--- src/sv/pxu_pkg.sv ---
// package for the pixel unpack unit: format codes, result type and channel conversions
`default_nettype none
package pxu_pkg;

  localparam int WordWidth = 64;
  localparam int ChanWidth = 18;
  localparam int CfgDataWidth = 32;
  localparam int CfgAddrWidth = 3;

  typedef enum logic [3:0] {
    FMT_ARGB8888 = 4'd0,
    FMT_BGRA8888 = 4'd1,
    FMT_ARGB1555 = 4'd2,
    FMT_ARGB4444 = 4'd3,
    FMT_RGB565   = 4'd4,
    FMT_L8       = 4'd5,
    FMT_A8       = 4'd6,
    FMT_I8       = 4'd7,
    FMT_A8L8     = 4'd8,
    FMT_SRGBA16  = 4'd9,
    FMT_Z16      = 4'd10,
    FMT_Z32      = 4'd11,
    FMT_S8Z24    = 4'd12,
    FMT_Z24S8    = 4'd13
  } pixel_format_t;

  localparam logic [0:0] REG_PIXEL_FORMAT = 1'b0;

  localparam logic [ChanWidth-1:0] Q_ONE  = 18'd65536;
  localparam logic [ChanWidth-1:0] Q_ZERO = 18'd0;

  // alpha first so red sits in the lowest bits
  typedef struct packed {
    logic [ChanWidth-1:0] alpha;
    logic [ChanWidth-1:0] blue;
    logic [ChanWidth-1:0] green;
    logic [ChanWidth-1:0] red;
  } rgba_t;

  // p holds the first 17 bits of x/(2^n-1) written as a repeating binary fraction;
  // rounding to 16 bits is one add of the 17th bit
  function automatic logic [ChanWidth-1:0] q16_round(input logic [16:0] p);
    logic [ChanWidth-1:0] s;
    s = {1'b0, p} + 18'd1;
    return s >> 1;
  endfunction

  function automatic logic [ChanWidth-1:0] unorm1(input logic x);
    return q16_round({17{x}});
  endfunction

  function automatic logic [ChanWidth-1:0] unorm4(input logic [3:0] x);
    return q16_round({x, x, x, x, x[3]});
  endfunction

  function automatic logic [ChanWidth-1:0] unorm5(input logic [4:0] x);
    return q16_round({x, x, x, x[4:3]});
  endfunction

  function automatic logic [ChanWidth-1:0] unorm6(input logic [5:0] x);
    return q16_round({x, x, x[5:1]});
  endfunction

  function automatic logic [ChanWidth-1:0] unorm8(input logic [7:0] x);
    return q16_round({x, x, x[7]});
  endfunction

  function automatic logic [ChanWidth-1:0] unorm16(input logic [15:0] x);
    return q16_round({x, x[15]});
  endfunction

  function automatic logic [ChanWidth-1:0] unorm24(input logic [23:0] x);
    return q16_round(x[23:7]);
  endfunction

  function automatic logic [ChanWidth-1:0] unorm32(input logic [31:0] x);
    return q16_round(x[31:15]);
  endfunction

  // (2s+1)/65535: magnitude of 2s+1 is {s^sign, 1}, rounded symmetrically
  function automatic logic [ChanWidth-1:0] snorm16(input logic [15:0] x);
    logic [15:0] mag;
    logic [ChanWidth-1:0] r;
    mag = {x[14:0] ^ {15{x[15]}}, 1'b1};
    r = q16_round({mag, mag[15]});
    return x[15] ? (~r + 18'd1) : r;
  endfunction

  function automatic rgba_t unpack_pixel(input logic [3:0] fmt,
                                         input logic [WordWidth-1:0] w);
    rgba_t c;
    logic [ChanWidth-1:0] v;
    c = '0;
    v = '0;
    case (fmt)
      FMT_ARGB8888: begin
        c.red = unorm8(w[23:16]); c.green = unorm8(w[15:8]);
        c.blue = unorm8(w[7:0]);  c.alpha = unorm8(w[31:24]);
      end
      FMT_BGRA8888: begin
        c.red = unorm8(w[15:8]);   c.green = unorm8(w[23:16]);
        c.blue = unorm8(w[31:24]); c.alpha = unorm8(w[7:0]);
      end
      FMT_ARGB1555: begin
        c.red = unorm5(w[14:10]); c.green = unorm5(w[9:5]);
        c.blue = unorm5(w[4:0]);  c.alpha = unorm1(w[15]);
      end
      FMT_ARGB4444: begin
        c.red = unorm4(w[11:8]); c.green = unorm4(w[7:4]);
        c.blue = unorm4(w[3:0]); c.alpha = unorm4(w[15:12]);
      end
      FMT_RGB565: begin
        c.red = unorm5(w[15:11]); c.green = unorm6(w[10:5]);
        c.blue = unorm5(w[4:0]);  c.alpha = Q_ONE;
      end
      FMT_L8: begin
        v = unorm8(w[7:0]);
        c.red = v; c.green = v; c.blue = v; c.alpha = Q_ONE;
      end
      FMT_A8: begin
        c.red = Q_ZERO; c.green = Q_ZERO; c.blue = Q_ZERO; c.alpha = unorm8(w[7:0]);
      end
      FMT_I8: begin
        v = unorm8(w[7:0]);
        c.red = v; c.green = v; c.blue = v; c.alpha = v;
      end
      FMT_A8L8: begin
        v = unorm8(w[7:0]);
        c.red = v; c.green = v; c.blue = v; c.alpha = unorm8(w[15:8]);
      end
      FMT_SRGBA16: begin
        c.red = snorm16(w[15:0]);   c.green = snorm16(w[31:16]);
        c.blue = snorm16(w[47:32]); c.alpha = snorm16(w[63:48]);
      end
      FMT_Z16: begin
        v = unorm16(w[15:0]);
        c.red = v; c.green = v; c.blue = v; c.alpha = v;
      end
      FMT_Z32: begin
        v = unorm32(w[31:0]);
        c.red = v; c.green = v; c.blue = v; c.alpha = v;
      end
      FMT_S8Z24: begin
        v = unorm24(w[23:0]);
        c.red = v; c.green = v; c.blue = v; c.alpha = v;
      end
      FMT_Z24S8: begin
        v = unorm24(w[31:8]);
        c.red = v; c.green = v; c.blue = v; c.alpha = v;
      end
      default: begin
        c = '0;
      end
    endcase
    return c;
  endfunction

endpackage
`default_nettype wire

--- src/sv/pixel_unpack_to_rgba_unit.sv ---
// pixel unpack unit: packed pixel word in, four signed q1.16 channels out
`default_nettype none
// Converts one packed pixel word per transfer into red, green, blue and alpha
// as signed Q1.16 values (65536 is 1.0), following the layout held in the
// pixel_format register (byte address 0 of the APB port, bits 3:0). Unsigned
// fields become round(x/(2^n-1)), signed 16-bit fields round((2s+1)/65535),
// missing channels 0 or 1.0, depth formats are copied to all four channels,
// and codes 14 and 15 give all zeros. The unit takes one transfer every clock
// while s_tready is high. A result passes through the input register and then
// the result register, with the conversion itself between them. Both stages
// hold their data under backpressure, so while a result waits the input side
// takes a transfer only if the input stage is empty. Change pixel_format only
// while no transfer is in flight.
module pixel_unpack_to_rgba_unit (
  input  wire logic                                  clk,
  input  wire logic                                  rst,
  // input stream
  input  wire logic                                  s_tvalid,
  output logic                                       s_tready,
  input  wire logic [pxu_pkg::WordWidth-1:0]         s_tdata,  // pixel_word
  // result stream
  output logic                                       m_tvalid,
  input  wire logic                                  m_tready,
  output logic [4*pxu_pkg::ChanWidth-1:0]            m_tdata,  // red_out, green_out,
                                                               // blue_out, alpha_out
  // configuration port
  input  wire logic                                  psel,
  input  wire logic                                  penable,
  input  wire logic                                  pwrite,
  input  wire logic [pxu_pkg::CfgAddrWidth-1:0]      paddr,
  input  wire logic [pxu_pkg::CfgDataWidth-1:0]      pwdata,
  output logic [pxu_pkg::CfgDataWidth-1:0]           prdata,
  output logic                                       pready
);
  import pxu_pkg::*;

  // format register
  logic [3:0] pixel_format;

  // input stage
  logic                 s1_valid;
  logic [WordWidth-1:0] s1_word;
  logic [3:0]           s1_format;

  // conversion result between the stages
  rgba_t result;

  logic out_en;  // result register can load this cycle
  logic s1_en;   // input stage can load this cycle

  logic cfg_write;

  assign pready    = 1'b1;
  assign cfg_write = psel && penable && pwrite && pready;

  // register index is the address above the byte offset
  always_comb begin
    if (paddr[2] == REG_PIXEL_FORMAT) begin
      prdata = {{(CfgDataWidth-4){1'b0}}, pixel_format};
    end else begin
      prdata = '0;
    end
  end

  always_ff @(posedge clk) begin
    if (rst) begin
      pixel_format <= FMT_ARGB8888;
    end else if (cfg_write && paddr[2] == REG_PIXEL_FORMAT) begin
      pixel_format <= pwdata[3:0];
    end
  end

  // result register moves when empty or drained; input stage when it can hand over
  assign out_en   = !m_tvalid || m_tready;
  assign s1_en    = !s1_valid || out_en;
  assign s_tready = s1_en;

  always_ff @(posedge clk) begin
    if (rst) begin
      s1_valid <= 1'b0;
    end else if (s1_en) begin
      s1_valid <= s_tvalid;
    end
  end

  // payload only, no reset
  always_ff @(posedge clk) begin
    if (s1_en && s_tvalid) begin
      s1_word   <= s_tdata;
      s1_format <= pixel_format;
    end
  end

  assign result = unpack_pixel(s1_format, s1_word);

  always_ff @(posedge clk) begin
    if (rst) begin
      m_tvalid <= 1'b0;
    end else if (out_en) begin
      m_tvalid <= s1_valid;
    end
  end

  always_ff @(posedge clk) begin
    if (out_en && s1_valid) begin
      m_tdata <= result;
    end
  end

  // format resets to the first layout
  a_fmt_reset: assert property (@(posedge clk) rst |=> pixel_format == FMT_ARGB8888)
    else $error("pixel_format not cleared by reset");

  // an item in the input stage is moved to the result register when it has room
  a_no_loss: assert property (@(posedge clk) disable iff (rst)
    s1_valid && out_en |=> m_tvalid)
    else $error("item dropped between stages");

  // a full pipe with a stalled output takes nothing new
  a_full_stall: assert property (@(posedge clk) disable iff (rst)
    s1_valid && m_tvalid && !m_tready |-> !s_tready)
    else $error("input accepted while both stages are held");

  // alpha-only layout leaves the color channels at zero
  a_a8_color: assert property (@(posedge clk) disable iff (rst)
    s1_valid && out_en && s1_format == FMT_A8 |=> m_tdata[3*ChanWidth-1:0] == '0)
    else $error("color channels not zero for alpha-only layout");

  // the red and alpha channels are never above 1.0
  a_range: assert property (@(posedge clk) disable iff (rst)
    m_tvalid |-> ($signed(m_tdata[ChanWidth-1:0]) <= $signed(Q_ONE))
              && ($signed(m_tdata[4*ChanWidth-1:3*ChanWidth]) <= $signed(Q_ONE)))
    else $error("channel above 1.0");

endmodule
`default_nettype wire
--- config.mk ---
export PLATFORM = sky130hd
export DESIGN_NAME = pixel_unpack_to_rgba_unit
export DESIGN_NICKNAME = d
export VERILOG_FILES = /design/src/sv/pxu_pkg.sv /design/src/sv/pixel_unpack_to_rgba_unit.sv
export SDC_FILE = /design/constraint.sdc
export NUM_CORES = 1
export LEC_CHECK = 0
export BUFFER_PORTS_ARGS = -buffer_cell sky130_fd_sc_hd__buf_2
export CELL_PAD_IN_SITES_DETAIL_PLACEMENT = 1
export CELL_PAD_IN_SITES_GLOBAL_PLACEMENT = 1
export CORE_AREA = 4 4 173 175
export CTS_CLUSTER_SIZE = 10
export DETAILED_ROUTE_END_ITERATION = 10
export DIE_AREA = 0 0 177 179
export PLACE_DENSITY_LB_ADDON = 0.1
export SLEW_MARGIN = 15
export SYNTH_ARGS = -nofsm -noshare
export SYNTH_HDL_FRONTEND = slang
export SYNTH_SLANG_ARGS = --single-unit
--- constraint.sdc ---
create_clock -name clk -period 8.2 [get_ports clk]
set_clock_uncertainty 0.15 [all_clocks]
set_input_delay 0.41 -clock clk [delete_from_list [all_inputs] [get_ports clk]]
set_output_delay 0.41 -clock clk [all_outputs]
set_load 0.005 [all_outputs]
==> metrics.yaml, run 1 <==
status: "completed"
cts_tree: "done"
grt_max_degree: 73
synthCells: 1553
core_area_um2: 28500
reg2reg_from: "s1_format[1]"
io_buffer_count: 153
vias: 13500
r2r_cells: 10
p_sw_mw: 0.744
slowest_delay_ns: 0.85
n_antenna_cell: 0
hp-class: "in -> reg"
critPathArrivalTime_ns: 4.60
pin_count: 213
wirelength_um: 53700
grt_antenna_before_repair: 0
drc_errors: 0
wl_per_cell_um: 25.9
cts_resized: 0
path_class: "reg -> reg"
combPwrFrac_pct: 24.3
cp-end-kind: "flip-flop"
insertion_delay_ns: 0.44
die_area_um2: 31700
hold_violations: 0
htree_levels: 4
drive_above_1_share_pct: 15.2
cts-buffers-inserted: 17
fillCellCount: 3361
layout.nets: 1805
yosysWarningCount: 0
clk_pin_slew_ns: 0.06
ys.flop_type: "edfxtp_1"
dr.pass1.iters: 7
cts-root-buf: "clkbuf_16"
worstPathMaxFanout: 24
synth_top_area_share_pct: 32.0
grt_pass1_wl_um: 80900
crit_top_cell: "o21ai_0"
worst_pin_slew_ns: 1.14
chipHeight_um: 179
start_kind: "flip-flop"
p_int_mw: 1.53
seqPwrFrac_pct: 41.2
final.min_clock_period_ns: 4.64
cts_setup_buffers: 0
fin_tns_setup_ns: 0
min_period_over_period_pct: 56.6
synth_edf_count: 140
finalSetupViolations: 0
grt_setup_unrepaired: "false"
synth_area_leader_cell: "edfxtp_1"
ys_seq_area_share_pct: 32.9
timing.fmax_mhz: 215
start_util_pct: 46.1
cpMaxStageDelayCell: "a2111oi_0"
max_slew_margin_pct: 23.7
die_w_um: 177
grt_usage_pct: 33.2
routabilityCongestion: 0.972
hold_depth: 1
syn_to_final_growth_pct: 15.3
rrSetupSlack_ns: 3.56
rows: 62
vias_per_cell: 6.50
crit_chain: "nor4bb_4 -> buf_4 -> nand2_1 -> o21ai_0 -> ha_1 -> a21oi_1 -> o21ai_0 -> o21ai_0 -> a2111oi_0 -> o21ai_0"
post-synth-top-count-cell: "nand2_1"
hp-start: "s_tdata[26]"
synthTopCellsByArea: "edfxtp_1, xnor2_1, nand2_1, xor2_1, nor2_1"
dp_hpwl_um: 38200
r2r-end: "m_tdata[59]"
synth.distinct_cells: 96
synthArstFlopShare_pct: 0
power_density_nw_per_um2: 150
slew_violations: 0
swShare_pct: 32.7
max-vdd-ir-drop_v: 0.000107
min_to: "s1_word[26]"
avgSynthCellArea_um2: 8.46
finalWorstSetupSlack_ns: 3.56
clock_power_share_pct: 34.5
antenna_left: 0
cap_violations: 0
p_leak_nw: 5.57
synth_seq_cells: 146
cts_max_path_buffers: 2
ys_top_cells_by_count: "nand2_1, edfxtp_1, nor2_1"
drtIter0Drc: 1341
syn-cell-area_um2: 13100
pre_cts_ws_ns: 3.77
grt_pass1_vias: 13300
cts.sinks: 146
hold_ws_ns: 0.00959
worstPathRequired_ns: 8.16
overflow: 0
[routing by layer]
layer	part of all wire, %	GRT usage (%)
met1	41	42.5
met2	47	55.6
met3	7.4	5.36
met4	4.6	14.8
met5	0	0
[area by class of cell]
cell class                 instances  area, um2  share of cell area [%]
clock inverter                    15        143                   0.942
inverter                          23       86.3                   0.570
multi-input combinational       1253       8140                    53.7
tap                              384        480                    3.17
sequential                       146       4320                    28.5
clock buffer                      17        425                    2.81
timing repair buffer             239       1550                    10.2
[how the worst max path moves through the flow]
stage               slack, ns  cells after the start           to          from
finish                   3.56                     10  m_tdata[59]  s1_format[1]
global route             3.23                      8  m_tdata[47]   s1_word[47]
CTS                      3.70                     11  m_tdata[69]   s1_word[63]
detailed placement       3.77                      8  m_tdata[47]   s1_word[47]
global placement         3.82                      8  m_tdata[47]   s1_word[47]
floorplan                3.83                     14  m_tdata[69]   s1_word[63]
[sequential cells by signal (all words and copies together), names as in the netlist]
register      flops
m_tdata          72
s1_word          64
pixel_format      4
s1_format         4
m_tvalid          1
s1_valid          1
[cell usage in the layout (no fill, tap or decap), types with 17 or more instances in the layout]
| master | n |
|---|---|
| mux2i_1 | 22 |
| clkbuf_16 | 17 |
| o211ai_1 | 27 |
| nor2b_1 | 25 |
| o21ai_0 | 65 |
| nor3_1 | 40 |
| o2111ai_1 | 19 |
| o22ai_1 | 31 |
| nand4_1 | 22 |
| a21oi_1 | 59 |
| a22oi_1 | 18 |
| edfxtp_1 | 140 |
| conb_1 | 29 |
| nand3_1 | 58 |
| inv_1 | 19 |
| and3_1 | 29 |
| ha_1 | 19 |
| dlygate4sd3_1 | 55 |
| nor2_1 | 132 |
| xor2_1 | 71 |
| xnor2_1 | 100 |
| buf_2 | 153 |
| buf_4 | 31 |
| nand2_1 | 170 |
[cells by family (layout without fill, tap and decap cells)]
kind of cell,count (synthesis),count (layout),synth area share (%)
fa+ha+maj,19,19,1.81
xor+xnor,172,172,11.6
flops,146,146,32.9
compound gates,397,397,21.6
other cells,2,29,0.0572
buf+inv,181,294,6.17
simple gates,605,605,23.3
mux,31,31,2.52
[power by group through the flow]
| stage | registers, mW | clock network, mW | logic [mW] |
|---|---|---|---|
| global route | 0.941 | 0.826 | 0.593 |
| detailed placement | 0.949 | 0 | 0.516 |
| CTS | 0.934 | 0.790 | 0.539 |
| global placement | 0.947 | 0 | 0.508 |
| floorplan | 0.919 | 0 | 0.354 |
| finish | 0.936 | 0.783 | 0.553 |
[critical path, delay by kind of cell (launching register included)]
kind	cells	cell delay (ns)
compound gates	6	2.18
flops	1	0.82
simple gates	2	0.49
buf+inv	1	0.36
fa+ha+maj	1	0.30
[metrics by stage]
stage	total power [mW]	utilization, %	instances	area (um2)
after global routing	2.36	53.2	2077	15100
final	2.27	53.2	2077	15100
after detailed placement	1.47	49.3	1990	14000
after CTS	2.26	53.1	2073	15100
after floorplan	1.27	-	1580	13200
after global placement	1.45	49.3	1990	14000
[timing repair]
item                                    4_1_cts  5_1_grt
hold buffers                                 51        4
endpoints found under the hold margin        51        4
endpoints found under the setup margin        0        0
(Power assumes the default switching activity.)
==> run 2, diff against run 1 <==
Settings changed: CORE_AREA 4 4 173 175 to 4 4 189 191, DIE_AREA 0 0 177 179 to 0 0 193 195.
Clock period 8.2 ns to 4 ns, I/O delays scaled along.
==> metrics.yaml, run 2 (same netlist as run 1, synthesis figures left out) <==
final_cell_mix: "nand2_1, buf_2, edfxtp_1"  # unchanged
grt_setup_unrepaired: "false"  # unchanged
wl_per_cell_um: 25.3  # was 25.9 um
hold_violations: 0  # unchanged
n_antenna_cell: 0  # unchanged
antenna_left: 0  # unchanged
worst_pin_slew_ns: 0.970  # was 1.14 ns
p_leak_nw: 6.10  # was 5.57 nW
pin_count: 213  # unchanged
worstPathMaxFanout: 16  # was 24
drc_errors: 0  # unchanged
grt_max_degree: 69  # was 73
hold_ws_ns: 0.129  # was 0.00959 ns
largest_reg_flops: 72  # unchanged
final_cell_area_um2: 16200  # was 15100 um2
min_period_over_period_pct: 94.5  # was 56.6%
dpl_cell_area_um2: 14800  # was 14000 um2
dp_hpwl_um: 42400  # was 38200 um
timing.fmax_mhz: 264  # was 215 MHz
top_register: "m_tdata"  # unchanged
cts-root-buf: "clkbuf_16"  # unchanged
start_util_pct: 38.5  # was 46.1%
syn_to_final_growth_pct: 23.0  # was 15.3%
cts.sinks: 146  # unchanged
die_area_um2: 37600  # was 31700 um2
hp-class: "in -> reg"  # unchanged
grt_antenna_before_repair: 0  # unchanged
cts_tree: "done"  # unchanged
max-vdd-ir-drop_v: 0.000316  # was 0.000107 V
routabilityCongestion: 0.973  # was 0.972
start_kind: "flip-flop"  # unchanged
clk_pin_slew_ns: 0.06  # about the same
cp-end-kind: "flip-flop"  # unchanged
critPathArrivalTime_ns: 3.91  # was 4.60 ns
cap_violations: 0  # unchanged
cts_setup_buffers: 0  # unchanged
grt_pass1_wl_um: 85100  # was 80900 um
top_regs: "m_tdata x72, s1_word x64"  # unchanged
slew_violations: 0  # unchanged
cts_max_path_buffers: 2  # unchanged
vias_per_cell: 6.10  # was 6.50
slowest_delay_ns: 0.79  # was 0.85 ns
htree_levels: 4  # unchanged
drtIter0Drc: 1271  # was 1341
vias: 13800  # was 13500
cts-buffers-inserted: 17  # unchanged
layout.nets: 1914  # was 1805
core_area_um2: 34100  # was 28500 um2
final_common_cell: "nand2_1"  # unchanged
drive_above_1_share_pct: 19.3  # was 15.2%
crit_chain: "buf_4 -> nor3b_1 -> and2_1 -> a21oi_1 -> o21ai_0 -> a221o_1 -> nor4b_1 -> nor3_1"  # was nor4bb_4 -> buf_4 -> nand2_1 -> o21ai_0 -> ha_1 -> a21oi_1 -> o21ai_0 -> o21ai_0 -> a2111oi_0 -> o21ai_0
worstPathRequired_ns: 4.13  # was 8.16 ns
final.min_clock_period_ns: 3.78  # was 4.64 ns
wirelength_um: 57000  # was 53700 um
io_buffer_count: 153  # unchanged
insertion_delay_ns: 0.46  # was 0.44 ns
chipHeight_um: 195  # was 179 um
grt_usage_pct: 29.7  # was 33.2%
overflow: 0  # unchanged
power_density_nw_per_um2: 298  # was 150 nW/um2
path_class: "reg -> reg"  # unchanged
rows: 68  # was 62
cpMaxStageDelayCell: "edfxtp_1"  # was a2111oi_0
dr.pass1.iters: 8  # was 7
grt_pass1_vias: 13700  # was 13300
die_w_um: 193  # was 177 um
finalSetupViolations: 0  # unchanged
status: "completed"  # unchanged
max_slew_margin_pct: 35.3  # was 23.7%
==> run 2: changes by cell type in the layout (fill, tap and decap cells not counted) <==
cell | previous run | this run
clkinv_2 | 5 | 4
buf_4 | 31 | 119
nor4_1 | 16 | 15
nor4_2 | 2 | 3
dlygate4sd3_1 | 55 | 74
bufinv_16 | 2 | 3
clkbuf_1 | 0 | 1
clkinv_1 | 5 | 4
buf_12 | 0 | 2
==> run 2: routing by layer <==
layer / track usage (%) / routed length [um] / vias up
met5: 0 / 0 / -
met3: 4.22 / 3560 / 139
li1: - / - / 6250
met4: 14.4 / 2870 / 0
met1: 38.4 / 23600 / 6776
met2: 48.6 / 27000 / 595
==> run 2: worst paths after layout <==
kind	startpoint	endpoint	slack [ns]	cells after the start
hold reg to reg	pixel_format[2]	s1_format[2]	0.34	0
setup reg to reg	s1_format[3]	m_tdata[34]	0.22	8
setup / recovery	s1_format[3]	m_tdata[34]	0.22	8
hold / removal	pwrite	pixel_format[0]	0.13	4
==> run 2: timing repair <==
item | 4_1_cts | 5_1_grt
hold endpoints to repair | 70 | 0
hold buffers | 74 | 0
gates resized for setup | 0 | 1
setup endpoints to repair | 0 | 1
==> run 2: report_power, final <==
group	total (mW)	switching (mW)	internal, mW
Combinational	1.25	0.764	0.490
Sequential	1.89	0.0922	1.80
Clock	1.67	0.692	0.976
==> run 2: final cells by class <==
type / count / area (um2)
well taps: 455 / 569
clock buffers: 18 / 429
multi-input cells: 1253 / 8150
inverters: 23 / 86.3
fillers: 4066 / 18000
repair buffers: 348 / 2440
flip-flops and latches: 146 / 4320
clock inverters: 14 / 164
==> run 2: worst max-delay path: cells and delay by family, from the launching register on <==
kind            cells  cell delay [ns]
compound gates      3             1.07
buf+inv             1             0.26
flops               1             0.79
simple gates        4             1.33
==> run 2: metrics by stage <==
stage | TNS (ns) | total power [mW] | util (%) | worst slack, ns | std cells
finish | 0 | 4.82 | 47.4 | 0.219 | 2257
global route | 0 | 5.01 | 47.4 | 0.0882 | 2257
CTS | 0 | 4.83 | 47.3 | 0.273 | 2257
detailed placement | 0 | 3.09 | 43.4 | 0.270 | 2151
global placement | 0 | 3.08 | 43.4 | 0.294 | 2151
floorplan | -0.0749 | 2.61 | - | -0.0749 | 1580
==> run 3, diff against run 2 <==
Settings changed: MAX_ROUTING_LAYER set to met4.
==> metrics.yaml, run 3 (same netlist as run 1, synthesis figures left out) <==
cts_setup_buffers: 0  # unchanged
drive_above_1_share_pct: 19.7  # was 19.3%
final.min_clock_period_ns: 3.81  # was 3.78 ns
r2r-end: "m_tdata[66]"  # was m_tdata[34]
path_class: "reg -> reg"  # unchanged
place_inst: 2159  # was 2151
critPathArrivalTime_ns: 3.86  # was 3.91 ns
fin_util_pct: 47.4  # about the same
clk_pin_slew_ns: 0.06  # about the same
worstPathMaxFanout: 11  # was 16
largest_reg_flops: 72  # unchanged
grt_setup_unrepaired: "false"  # unchanged
hold_violations: 0  # unchanged
n_antenna_cell: 0  # unchanged
p_leak_nw: 6.09  # was 6.10 nW
fillCellCount: 4067  # was 4066
overflow: 0  # unchanged
cpMaxStageDelayCell: "a2111oi_0"  # was edfxtp_1
die_area_um2: 37600  # unchanged
dp_hpwl_um: 43000  # was 42400 um
die_w_um: 193  # unchanged
pin_count: 213  # unchanged
grt_max_degree: 69  # unchanged
rrSetupSlack_ns: 0.19  # was 0.22 ns
slew_violations: 0  # unchanged
hp-class: "in -> reg"  # unchanged
stdcell_count: 2264  # was 2257
cts-root-buf: "clkbuf_16"  # unchanged
htree_levels: 4  # unchanged
rows: 68  # unchanged
drc_errors: 0  # unchanged
grt_usage_pct: 30.9  # was 29.7%
power_density_nw_per_um2: 291  # was 298 nW/um2
layout.nets: 1921  # was 1914
cts_tree: "done"  # unchanged
seq_area_um2: 4320  # unchanged
multi_input_area_um2: 8160  # was 8150 um2
final_cell_mix: "nand2_1, buf_2, edfxtp_1"  # unchanged
max-vdd-ir-drop_v: 0.000334  # was 0.000316 V
crit_chain: "and4_1 -> and3_1 -> a21oi_1 -> o21ai_0 -> o211ai_1 -> a2111oi_0 -> buf_4 -> o21ai_0"  # was buf_4 -> nor3b_1 -> and2_1 -> a21oi_1 -> o21ai_0 -> a221o_1 -> nor4b_1 -> nor3_1
start_util_pct: 38.5  # unchanged
io_buffer_count: 153  # unchanged
drtIter0Drc: 1262  # was 1271
cts.sinks: 146  # unchanged
fin_tns_setup_ns: 0  # unchanged
wirelength_um: 57100  # was 57000 um
grt_pass1_wl_um: 85700  # was 85100 um
cts_max_path_buffers: 2  # unchanged
cap_violations: 0  # unchanged
top_regs: "m_tdata x72, s1_word x64"  # unchanged
reg2reg_from: "s1_word[2]"  # was s1_format[3]
cp-endpoint: "m_tdata[66]"  # was m_tdata[34]
cp-end-kind: "flip-flop"  # unchanged
cts-buffers-inserted: 17  # unchanged
vias: 13800  # about the same
start_kind: "flip-flop"  # unchanged
core_area_um2: 34100  # unchanged
min_period_over_period_pct: 95.3  # was 94.5%
dr.pass1.iters: 6  # was 8
routabilityCongestion: 1.03  # was 0.973
vias_per_cell: 6.08  # was 6.10
chipHeight_um: 195  # unchanged
crit_top_cell: "o21ai_0"
worstPathRequired_ns: 4.05  # was 4.13 ns
worst_pin_slew_ns: 0.990  # was 0.970 ns
r2r_cells: 8  # unchanged
timing.fmax_mhz: 262  # was 264 MHz
syn_to_final_growth_pct: 23.1  # was 23.0%
grt_antenna_before_repair: 0  # unchanged
status: "completed"  # unchanged
max_slew_margin_pct: 32.3  # was 35.3%
wl_per_cell_um: 25.2  # was 25.3 um
insertion_delay_ns: 0.47  # was 0.46 ns
finalSetupViolations: 0  # unchanged
antenna_left: 0  # unchanged
crit_start: "s1_word[2]"  # was s1_format[3]
top_register: "m_tdata"  # unchanged
grt_pass1_vias: 13700  # about the same
final_common_cell: "nand2_1"  # unchanged
slowest_delay_ns: 0.83  # was 0.79 ns
run 3: metal layers:
layer	vias to the layer above	global-route usage (%)	share of wire, %
met1	6763	39.1	41
met5	-	-	0
li1	6259	-	-
met2	611	48.1	47
met3	143	4.81	6.4
met4	0	14.9	5.5
run 3: how the worst min path moves through the flow:
stage / startpoint / endpoint / slack, ns / cells past startpoint
after global routing: pwrite / pixel_format[3] / 0.16 / 4
after global placement: s_tdata[55] / s1_word[55] / 0.23 / 1
after detailed placement: s_tdata[33] / s1_word[33] / 0.23 / 1
final: pwrite / pixel_format[0] / 0.12 / 4
after CTS: pwrite / pixel_format[3] / 0.11 / 4
after floorplan: rst / m_tvalid / 0.12 / 1
run 3: area by class of cell:
type / instances / share of cell area (%)
clock inverters: 15 / 0.735
multi-input cells: 1253 / 50.4
well taps: 455 / 3.52
repair buffers: 355 / 15.4
inverters: 23 / 0.534
clock buffers: 17 / 2.63
flip-flops and latches: 146 / 26.7
run 3: worst max-delay path: cells and delay by family (launching register included):
kind	cells	cell delay (ns)
and+or+nand+nor	2	0.98
DFF	1	0.72
buffers and inverters	1	0.23
AOI/OAI and AO/OA	5	1.47
run 3: per-stage QoR:
| stage | setup WS (ns) | area, um2 | total power [mW] | hold WS [ns] |
|---|---|---|---|---|
| after floorplan | -0.0749 | 13200 | 2.61 | 0.122 |
| after global placement | 0.296 | 14900 | 3.08 | 0.226 |
| after detailed placement | 0.234 | 14900 | 3.10 | 0.228 |
| after CTS | 0.207 | 16200 | 4.72 | 0.110 |
| after global routing | 0.00480 | 16200 | 4.91 | 0.163 |
| final | 0.186 | 16200 | 4.71 | 0.123 |
run 3: repair_timing:
action	CTS	global route
hold endpoints to repair	70	0
setup endpoints to repair	0	1
hold buffers	73	0
resized for setup	0	4
run 3: power breakdown:
part | switching, mW | internal (mW) | leakage (nW) | total, mW
Clock | 0.710 | 0.844 | 0.250 | 1.55
Sequential | 0.0979 | 1.80 | 1.40 | 1.90
Combinational | 0.760 | 0.496 | 4.44 | 1.26
